**src/hw/rtl/sidp_pkg.sv**
```systemverilog
`timescale 1ns / 1ps
// ----------------------------------------------------------------------------
// sidp_pkg
// Shared types and constants of the PSID/RSID header parser.
// ----------------------------------------------------------------------------
package sidp_pkg;

  // Byte position counter width; position saturates at its top value.
  localparam int POSITION_BITS = 17;

  // Result kinds
  localparam logic KIND_PROGRAM = 1'b0;
  localparam logic KIND_SUMMARY = 1'b1;

  // One input beat: a file byte and its end mark.
  typedef struct packed {
    logic [7:0] file_byte;
    logic       last_byte;
  } sidp_item_t;

  // One result beat.
  typedef struct packed {
    logic        result_kind;
    logic [7:0]  program_byte;
    logic [15:0] program_address;
    logic [15:0] init_address;
    logic [15:0] play_address;
    logic [15:0] song_count;
    logic [15:0] start_song;
    logic [1:0]  clock_code;
    logic        plays_cia;
    logic        is_rsid;
    logic [15:0] format_version;
    logic [2:0]  error_code;
  } sidp_result_t;

  // Results of one byte, pushed into the result queue together.
  typedef struct packed {
    logic [1:0]   beats;
    sidp_result_t first;
    sidp_result_t second;
  } sidp_push_t;

endpackage

```
**src/hw/rtl/sidp_parser.sv**
```systemverilog
`timescale 1ns / 1ps
// ----------------------------------------------------------------------------
// sidp_parser
// Header field capture, program byte addressing and closing summary for one
// registered file byte per cycle while step is high.
// ----------------------------------------------------------------------------
module sidp_parser (
  input  logic                clk,
  input  logic                rst,
  input  logic                step,
  input  sidp_pkg::sidp_item_t item,
  output sidp_pkg::sidp_push_t push
);
  import sidp_pkg::*;

  localparam logic [POSITION_BITS-1:0] POS_MAX = {POSITION_BITS{1'b1}};
  localparam logic [31:0] HEADER_V1_LEN = 32'h76;
  localparam logic [31:0] FLAGS_END_LEN = 32'h78;

  localparam logic [2:0] ERR_NONE    = 3'd0;
  localparam logic [2:0] ERR_SHORT   = 3'd1;
  localparam logic [2:0] ERR_MAGIC   = 3'd2;
  localparam logic [2:0] ERR_VERSION = 3'd3;
  localparam logic [2:0] ERR_PAST    = 3'd4;
  localparam logic [2:0] ERR_NO_LOAD = 3'd5;
  localparam logic [2:0] ERR_NO_DATA = 3'd6;
  localparam logic [2:0] ERR_OFFSET  = 3'd7;

  localparam logic [7:0] CHAR_P = 8'h50;
  localparam logic [7:0] CHAR_R = 8'h52;
  localparam logic [7:0] CHAR_S = 8'h53;
  localparam logic [7:0] CHAR_I = 8'h49;
  localparam logic [7:0] CHAR_D = 8'h44;

  typedef enum logic [1:0] {
    MAGIC_UNKNOWN,
    MAGIC_PSID,
    MAGIC_RSID,
    MAGIC_BAD
  } sidp_magic_t;

  // Expected magic tail character at positions 1..3
  function automatic logic [7:0] magic_tail(input logic [1:0] pos);
    logic [7:0] c;
    unique case (pos)
      2'd1:    c = CHAR_S;
      2'd2:    c = CHAR_I;
      2'd3:    c = CHAR_D;
      default: c = CHAR_P;
    endcase
    return c;
  endfunction

  function automatic logic [POSITION_BITS-1:0] sat_inc(input logic [POSITION_BITS-1:0] v);
    return (v == POS_MAX) ? v : v + 1'b1;
  endfunction

  function automatic logic [15:0] low16(input logic [POSITION_BITS-1:0] v);
    logic [31:0] w;
    w = 32'(v);
    return w[15:0];
  endfunction

  // State
  logic [POSITION_BITS-1:0] position;
  sidp_magic_t              magic;
  logic [15:0]              version_word;
  logic [15:0]              data_start;
  logic [15:0]              header_load;
  logic [15:0]              init_word;
  logic [15:0]              play_word;
  logic [15:0]              songs_word;
  logic [15:0]              start_word;
  logic [31:0]              speed_word;
  logic [15:0]              flags_word;
  logic [15:0]              eff_load;
  logic [POSITION_BITS-1:0] program_count;
  logic [2:0]               early_error;
  logic [7:0]               pending_byte;

  sidp_magic_t              magic_next;
  logic [15:0]              version_word_next;
  logic [15:0]              data_start_next;
  logic [15:0]              header_load_next;
  logic [15:0]              init_word_next;
  logic [15:0]              play_word_next;
  logic [15:0]              songs_word_next;
  logic [15:0]              start_word_next;
  logic [31:0]              speed_word_next;
  logic [15:0]              flags_word_next;
  logic [15:0]              eff_load_next;
  logic [POSITION_BITS-1:0] program_count_next;
  logic [2:0]               early_error_next;
  logic [7:0]               pending_byte_next;

  logic [31:0]              pe;
  logic [31:0]              len;
  logic [31:0]              idx;
  logic [7:0]               b;
  logic                     last;
  logic                     in_data;
  logic [1:0]               n_prog;
  logic [POSITION_BITS-1:0] pc1;
  logic [POSITION_BITS-1:0] pc2;
  logic [15:0]              songs;
  logic [15:0]              start;
  logic [4:0]               speed_sel;
  logic [2:0]               err;
  sidp_result_t             r0;
  sidp_result_t             r1;
  sidp_result_t             summary;

  always_comb begin
    pe   = 32'(position);
    len  = pe + 32'd1;
    b    = item.file_byte;
    last = item.last_byte;
    pc1  = sat_inc(program_count);
    pc2  = sat_inc(pc1);

    magic_next         = magic;
    version_word_next  = version_word;
    data_start_next    = data_start;
    header_load_next   = header_load;
    init_word_next     = init_word;
    play_word_next     = play_word;
    songs_word_next    = songs_word;
    start_word_next    = start_word;
    speed_word_next    = speed_word;
    flags_word_next    = flags_word;
    eff_load_next      = eff_load;
    program_count_next = program_count;
    early_error_next   = early_error;
    pending_byte_next  = pending_byte;

    // Header field capture by position
    if (pe == 32'd0) begin
      magic_next = (b == CHAR_P) ? MAGIC_PSID : (b == CHAR_R) ? MAGIC_RSID : MAGIC_BAD;
    end else if (pe <= 32'd3) begin
      if (b != magic_tail(pe[1:0])) magic_next = MAGIC_BAD;
      if (pe == 32'd3 && magic_next == MAGIC_BAD && early_error == ERR_NONE)
        early_error_next = ERR_MAGIC;
    end else if (pe <= 32'd5) begin
      version_word_next = {version_word[7:0], b};
      if (pe == 32'd5 && early_error == ERR_NONE &&
          (version_word_next < 16'd1 || version_word_next > 16'd4))
        early_error_next = ERR_VERSION;
    end else if (pe <= 32'd7) begin
      data_start_next = {data_start[7:0], b};
      if (pe == 32'd7 && early_error == ERR_NONE && data_start_next < 16'd8)
        early_error_next = ERR_OFFSET;
    end else if (pe <= 32'd9) begin
      header_load_next = {header_load[7:0], b};
      if (pe == 32'd9) eff_load_next = header_load_next;
    end else if (pe <= 32'd11) begin
      init_word_next = {init_word[7:0], b};
    end else if (pe <= 32'd13) begin
      play_word_next = {play_word[7:0], b};
    end else if (pe <= 32'd15) begin
      songs_word_next = {songs_word[7:0], b};
    end else if (pe <= 32'd17) begin
      start_word_next = {start_word[7:0], b};
    end else if (pe <= 32'd21) begin
      speed_word_next = {speed_word[23:0], b};
    end else if (pe == 32'h76 || pe == 32'h77) begin
      flags_word_next = {flags_word[7:0], b};
    end

    // Program data: embedded load address or emitted bytes
    r0       = '0;
    r1       = '0;
    n_prog   = 2'd0;
    idx      = pe - 32'(data_start);
    in_data  = (early_error == ERR_NONE) && (pe >= 32'd8) && (pe >= 32'(data_start));
    if (in_data) begin
      if (pe == 32'd8) begin
        pending_byte_next = b;
      end else if (pe == 32'd9 && data_start == 16'd8) begin
        if (header_load_next == 16'd0) begin
          eff_load_next = {b, pending_byte};
        end else begin
          r0.program_byte    = pending_byte;
          r0.program_address = eff_load_next + low16(program_count);
          program_count_next = pc1;
          n_prog             = 2'd1;
          if (!last) begin
            r1.program_byte    = b;
            r1.program_address = eff_load_next + low16(pc1);
            program_count_next = pc2;
            n_prog             = 2'd2;
          end
        end
      end else if (header_load_next == 16'd0 && idx == 32'd0) begin
        eff_load_next = {8'h00, b};
      end else if (header_load_next == 16'd0 && idx == 32'd1) begin
        eff_load_next = {b, eff_load_next[7:0]};
      end else begin
        r0.program_byte    = b;
        r0.program_address = eff_load_next + low16(program_count);
        program_count_next = pc1;
        n_prog             = 2'd1;
      end
    end

    // Closing summary
    songs     = (songs_word_next != 16'd0) ? songs_word_next : 16'd1;
    start     = (start_word_next == 16'd0 || start_word_next > songs) ? 16'd1 : start_word_next;
    speed_sel = 5'(start - 16'd1);
    priority if (len < HEADER_V1_LEN)                          err = ERR_SHORT;
    else if (early_error_next != ERR_NONE)                     err = early_error_next;
    else if (32'(data_start_next) > len)                       err = ERR_PAST;
    else if (header_load_next == 16'd0 &&
             (len - 32'(data_start_next)) < 32'd2)             err = ERR_NO_LOAD;
    else if (program_count_next == '0)                         err = ERR_NO_DATA;
    else                                                       err = ERR_NONE;

    summary                 = '0;
    summary.result_kind     = KIND_SUMMARY;
    summary.init_address    = (init_word_next != 16'd0) ? init_word_next : eff_load_next;
    summary.play_address    = play_word_next;
    summary.song_count      = songs;
    summary.start_song      = start;
    summary.clock_code      = (version_word_next >= 16'd2 && len >= FLAGS_END_LEN) ?
                              flags_word_next[3:2] : 2'd1;
    summary.plays_cia       = speed_word_next[speed_sel];
    summary.is_rsid         = (magic_next == MAGIC_RSID);
    summary.format_version  = version_word_next;
    summary.error_code      = err;

    // Order the beats: program bytes first, summary last
    push.beats  = n_prog + {1'b0, last};
    push.first  = (last && n_prog == 2'd0) ? summary : r0;
    push.second = (last && n_prog == 2'd1) ? summary : r1;
    if (!step) push.beats = 2'd0;
  end

  // State registers; a finished file returns everything to the reset state
  always_ff @(posedge clk) begin
    if (rst || (step && last)) begin
      position      <= '0;
      magic         <= MAGIC_UNKNOWN;
      version_word  <= '0;
      data_start    <= '0;
      header_load   <= '0;
      init_word     <= '0;
      play_word     <= '0;
      songs_word    <= '0;
      start_word    <= '0;
      speed_word    <= '0;
      flags_word    <= '0;
      eff_load      <= '0;
      program_count <= '0;
      early_error   <= ERR_NONE;
      pending_byte  <= '0;
    end else if (step) begin
      position      <= sat_inc(position);
      magic         <= magic_next;
      version_word  <= version_word_next;
      data_start    <= data_start_next;
      header_load   <= header_load_next;
      init_word     <= init_word_next;
      play_word     <= play_word_next;
      songs_word    <= songs_word_next;
      start_word    <= start_word_next;
      speed_word    <= speed_word_next;
      flags_word    <= flags_word_next;
      eff_load      <= eff_load_next;
      program_count <= program_count_next;
      early_error   <= early_error_next;
      pending_byte  <= pending_byte_next;
    end
  end

`ifndef NO_ASSERTIONS
  // A byte never yields more than two beats
  a_beats_max: assert property (@(posedge clk) disable iff (rst)
    push.beats != 2'd3)
    else $error("parser pushed three beats");

  // With two beats the summary, if any, is the second one
  a_summary_last: assert property (@(posedge clk) disable iff (rst)
    push.beats == 2'd2 |-> push.first.result_kind == KIND_PROGRAM)
    else $error("summary placed before a program byte");

  // The last byte of a file restarts the position count
  a_restart: assert property (@(posedge clk) disable iff (rst)
    step && item.last_byte |=> position == '0)
    else $error("position not cleared after last byte");
`endif

endmodule

```
**src/hw/rtl/sidp_result_fifo.sv**
```systemverilog
`timescale 1ns / 1ps
// ----------------------------------------------------------------------------
// sidp_result_fifo
// Four-entry result queue, up to two beats written and one read per cycle.
// ----------------------------------------------------------------------------
module sidp_result_fifo (
  input  logic                  clk,
  input  logic                  rst,
  input  sidp_pkg::sidp_push_t  push,
  output logic                  room,
  output logic                  result_valid,
  input  logic                  result_ready,
  output sidp_pkg::sidp_result_t result
);
  import sidp_pkg::*;

  localparam int AW    = 2;
  localparam int DEPTH = 1 << AW;

  sidp_result_t    mem [DEPTH];
  logic [AW-1:0]   wr_ptr;
  logic [AW-1:0]   rd_ptr;
  logic [AW:0]     count;
  logic [AW:0]     count_next;
  logic            pop;

  assign pop          = result_valid && result_ready;
  assign result_valid = (count != '0);
  assign result       = mem[rd_ptr];
  // Room for the worst case of two beats
  assign room         = (count <= (AW+1)'(DEPTH - 2));
  assign count_next   = count + (AW+1)'(push.beats) - (AW+1)'(pop);

  // Storage
  always_ff @(posedge clk) begin
    if (push.beats != 2'd0) mem[wr_ptr] <= push.first;
    if (push.beats == 2'd2) mem[wr_ptr + 1'b1] <= push.second;
  end

  // Pointers and fill level
  always_ff @(posedge clk) begin
    if (rst) begin
      wr_ptr <= '0;
      rd_ptr <= '0;
      count  <= '0;
    end else begin
      wr_ptr <= wr_ptr + AW'(push.beats);
      if (pop) rd_ptr <= rd_ptr + 1'b1;
      count  <= count_next;
    end
  end

`ifndef NO_ASSERTIONS
  // Fill level stays within the queue
  a_count_max: assert property (@(posedge clk) disable iff (rst)
    count <= (AW+1)'(DEPTH))
    else $error("result queue overflow");

  // The parser only pushes when room was granted
  a_push_room: assert property (@(posedge clk) disable iff (rst)
    push.beats != 2'd0 |-> room)
    else $error("push without room");
`endif

endmodule

```
**src/hw/rtl/sid_music_file_header_parser.sv**
```systemverilog
`timescale 1ns / 1ps
// ----------------------------------------------------------------------------
// sid_music_file_header_parser
// Streaming PSID/RSID header parser: program bytes with addresses, then a
// closing summary per file.
// ----------------------------------------------------------------------------
// The block takes one file byte per cycle while the queue has room. A byte is
// held in an input register; its results (none, one or two beats) go through
// a four-entry result queue. A byte is parsed whenever the queue has room for
// two beats; with the result side taking one beat per cycle the input runs at
// one byte per cycle, and the bytes that yield two beats (the last byte with
// its summary, or the held data byte at offset eight) each add one beat that
// the queue absorbs. After the last byte of a file the parser is back in its
// reset state and the next file may follow in the next cycle.
module sid_music_file_header_parser (
  input  logic                   clk,
  input  logic                   rst,
  input  logic                   item_valid,
  output logic                   item_ready,
  input  sidp_pkg::sidp_item_t   item,
  output logic                   result_valid,
  input  logic                   result_ready,
  output sidp_pkg::sidp_result_t result
);
  import sidp_pkg::*;

  logic         held;
  sidp_item_t   held_item;
  logic         room;
  logic         step;
  sidp_push_t   push;

  // Input register: parse when the queue can take the worst case
  assign step       = held && room;
  assign item_ready = !held || step;

  always_ff @(posedge clk) begin
    if (rst) begin
      held <= 1'b0;
    end else if (item_ready) begin
      held <= item_valid;
    end
  end

  always_ff @(posedge clk) begin
    if (item_ready && item_valid) held_item <= item;
  end

  sidp_parser u_parser (
    .clk  (clk),
    .rst  (rst),
    .step (step),
    .item (held_item),
    .push (push)
  );

  sidp_result_fifo u_fifo (
    .clk          (clk),
    .rst          (rst),
    .push         (push),
    .room         (room),
    .result_valid (result_valid),
    .result_ready (result_ready),
    .result       (result)
  );

endmodule

```
**config.mk**
```make
export PLATFORM = sky130hd
export DESIGN_NAME = sid_music_file_header_parser
export DESIGN_NICKNAME = d
export VERILOG_FILES = /design/src/hw/rtl/sidp_pkg.sv /design/src/hw/rtl/sidp_parser.sv /design/src/hw/rtl/sidp_result_fifo.sv /design/src/hw/rtl/sid_music_file_header_parser.sv
export SDC_FILE = /design/constraint.sdc
export NUM_CORES = 1
export LEC_CHECK = 0
export BUFFER_PORTS_ARGS = -buffer_cell sky130_fd_sc_hd__buf_4
export CORE_MARGIN = 2
export CORE_UTILIZATION = 57
export DETAILED_ROUTE_END_ITERATION = 7
export PLACE_DENSITY = 0.77
export SYNTH_ARGS = -nofsm -noshare
export SYNTH_HDL_FRONTEND = slang
export SYNTH_SLANG_ARGS = --single-unit
export TNS_END_PERCENT = 20
```
**constraint.sdc**
```tcl
create_clock -name clk -period 10.7 [get_ports clk]
set_clock_uncertainty 0.15 [all_clocks]
set_input_delay 2.14 -clock clk [delete_from_list [all_inputs] [get_ports clk]]
set_output_delay 2.14 -clock clk [all_outputs]
set_load 0.05 [all_outputs]
```
==> impl_metrics.env <==
export IMPL_rows=92
export IMPL_antenna_found_initial=1
export IMPL_htreeDepth=3
export IMPL_finalNetCount=3654
export IMPL_die_x_um=257
export IMPL_synthCells=3532
export IMPL_cts_root_buf="clkbuf_16"
export IMPL_grt_overflow=0
export IMPL_finalPower_uw=8120
export IMPL_post_cts_buffers=0
export IMPL_hold_end="u_parser.play_word[14]"
export IMPL_hold_buffers=0
export IMPL_detail_route_vias_per_cell=6.38
export IMPL_drtIter0Drc=3516
export IMPL_static_leakage_power_uw=0.0146
export IMPL_drc=0
export IMPL_arrival_ns=8.38
export IMPL_worst_slack_ns=2.53
export IMPL_startpoint_type="flop"
export IMPL_post_place_ws_ns=2.76
export IMPL_ff2ff_setup_slack_ns=2.53
export IMPL_cp_startpoint="u_parser.position[0]"
export IMPL_required_ns=10.91
export IMPL_die_h_um=257
export IMPL_clock_path_buffers=3
export IMPL_synthFlopType="edfxtp_1"
export IMPL_dp_hpwl_um=65500
export IMPL_min_period_ns=8.17
export IMPL_max_freq_mhz=122
export IMPL_ctsResizeCount=0
export IMPL_synth_top_area_share_pct=37.7
export IMPL_synthSimpleGateAreaFrac_pct=17.6
export IMPL_tightest_slew_ns=1.28
export IMPL_slew_headroom_pct=14.9
export IMPL_synth_adder_area_share_pct=3.47
export IMPL_finalCritPeriodShare_pct=76.3
export IMPL_synth_area_sq_mm=0.0364
export IMPL_cts_inserted_buffers=72
export IMPL_worstHoldPathType="reg2reg"
export IMPL_synth_commonest_cells="581 x nor2_1, 457 x edfxtp_1, 402 x nand2_1"
export IMPL_grt_pass1_vias=26800
export IMPL_synthesis_nets=3643
export IMPL_rr_worst_depth=23
export IMPL_drive_gt1_share_pct=13.3
export IMPL_end_kind="flop"
export IMPL_rsz0062_at_grt="false"
export IMPL_coreArea_sq_mm=0.0631
export IMPL_setup_tns_ns=0
export IMPL_whs_path_depth=2
export IMPL_yosys_area_top_type="edfxtp_1"
export IMPL_async_flop_share_pct=0
export IMPL_synth_seq_area_share_pct=49.7
export IMPL_syn2layout_area_growth_pct=11.3
export IMPL_setup_viol=0
export IMPL_critPathKind="reg2reg"
export IMPL_synth_edf_count=457
export IMPL_cp_max_fo=47
export IMPL_yosysMostFrequentCell="nor2_1"
export IMPL_die_area_sq_mm=0.0659
export IMPL_wire_per_inst_um=22.6
export IMPL_clk_latency_ns=0.63
export IMPL_synth_seq_cells=676
export IMPL_grt_max_degree=101
export IMPL_cts_tree="built"
export IMPL_ys_types=90
export IMPL_grtUsageTotal_pct=30.1
export IMPL_synth_compound_area_share_pct=11.1
export IMPL_r2r_start="u_parser.position[0]"
export IMPL_num_antenna_cells=0
export IMPL_place_congestion=0.963
export IMPL_antenna_left=0
export IMPL_grt_pass1_wl_um=156000
export IMPL_slew_violations=0
export IMPL_cap_viol_max_count=0
export IMPL_numPortBuffers=126
export IMPL_start_util_pct=57.7
export IMPL_drtPass1Iterations=6
export IMPL_vias=28400
export IMPL_yosysWarnings=0
export IMPL_utilization_pct=64.2
export IMPL_drt_total_wl_um=101000
export IMPL_hp_start="u_parser.play_word[14]"
export IMPL_ios=127
export IMPL_run_status="complete, no violations"
export IMPL_max_vdd_ir_drop_mv=0.124
export IMPL_synth_avg_cell_area_sq_um=10.3
export IMPL_hold_violations=0
export IMPL_clkSinkCount=676
export IMPL_clk_pin_slew_ns=0.06
export IMPL_n_fill_cell=4813
export IMPL_power_density_mw_per_mm2=200
export IMPL_synth_area_leaders="edfxtp_1 38%, dfxtp_1 12%, mux4_2 6.9%"
export IMPL_synth_top_family_by_area="simple AND/OR/NAND/NOR gates"
export IMPL_r2r_end="u_fifo.mem[1][2]"
export IMPL_synth_area_mux_share_pct=12.2
export IMPL_synthXorXnorAreaFrac_pct=2.36
==> per-layer routing <==
layer / global-route usage (%) / up-vias / wire [um]
li1: - / 12900 / -
met1: 43.1 / 13700 / 41400
met2: 46.6 / 1523 / 46100
met3: 5.63 / 189 / 10300
met4: 9.22 / 0 / 2660
met5: 0 / - / 0
==> cells by family (layout without fill, tap and decap cells) <==
kind of cell / count (synthesis) / count (layout)
flip-flops: 676 / 676
adder cells (fa/ha/maj): 98 / 98
multiplexers: 301 / 301
AND/OR/NAND/NOR: 1414 / 1414
AO/OA/AOI/OAI: 619 / 619
buffers and inverters: 326 / 395
XOR/XNOR: 98 / 98
==> cell type report <==
type | instances | area [sq um] | share of cell area, %
Tap cell | 846 | 1060 | 2.61
Multi-Input combinational cell | 2530 | 17100 | 42.3
Inverter | 90 | 338 | 0.834
Sequential cell | 676 | 18100 | 44.7
Timing Repair Buffer | 173 | 1320 | 3.27
Clock buffer | 95 | 1990 | 4.91
Clock inverter | 37 | 537 | 1.33
==> registers in the layout (all words and copies together), names as in the netlist, 17 cells and up, named ones only <==
name / cells
u_fifo.mem: 448
u_parser.speed_word: 32
u_parser.position: 17
u_parser.program_count: 17
==> power breakdown <==
group          switching, uW  internal [uW]  leakage (uW)
Combinational           1610            838       0.00737
Clock                   1080           1570       0.00124
Sequential               109           2900       0.00600
Total                   2810           5310        0.0146
==> layout by cell type (no fill, tap or decap), drive strengths merged, types with 11 or more instances in the layout <==
master and count:
a211oi 59, a21o 17, a21oi 183, a221oi 18, a22oi 11, a31oi 18
and2 34, and3 30, buf 173, clkbuf 95, clkinv 22, dfxtp 219
edfxtp 457, ha 93, inv 94, mux2 21, mux2i 168, mux4 112
nand2 402, nand2b 26, nand3 100, nand4 30, nor2 581, nor2b 27
nor3 60, nor4 51, o211ai 14, o21a 21, o21ai 132, o31ai 21
or3 18, or4 12, xnor2 59, xor2 39
==> worst max-delay path, cell delays in order (launching register included) <==
cell,delay (ns)
dfxtp_1,0.69
inv_1,0.25
ha_1,0.30
fa_1,0.39
nor2b_1,0.22
o21ai_0,0.17
a311oi_1,0.47
o211ai_1,0.13
o41a_1,0.16
nor4_1,0.50
nand4_1,0.32
nand3_1,0.65
nor2_1,0.12
ha_1,0.23
nor4b_1,0.30
o21ai_1,0.32
or4_1,0.49
buf_4,0.28
xnor2_1,0.22
nand2_4,0.41
buf_4,0.58
inv_1,0.23
nand3_1,0.15
o21ai_1,0.07
==> stage by stage <==
stage | std cells | instance area [sq um] | hold WS, ns
after detailed placement | 4315 | 38000 | 0.294
final | 4447 | 40500 | 0.299
after global routing | 4447 | 40500 | 0.324
after floorplan | 3532 | 36400 | 0.280
after global placement | 4315 | 38000 | 0.287
after CTS | 4447 | 40500 | 0.302
==> worst max path at each step <==
stage                              to  slack (ns)
floorplan            u_fifo.mem[0][0]        0.27
global placement     u_fifo.mem[1][2]        3.01
detailed placement  u_fifo.mem[1][80]        2.76
CTS                 u_fifo.mem[1][81]        2.73
global route         u_fifo.mem[1][2]        2.02
finish               u_fifo.mem[1][2]        2.53
Note: power is estimated with default switching activity, not from simulation.
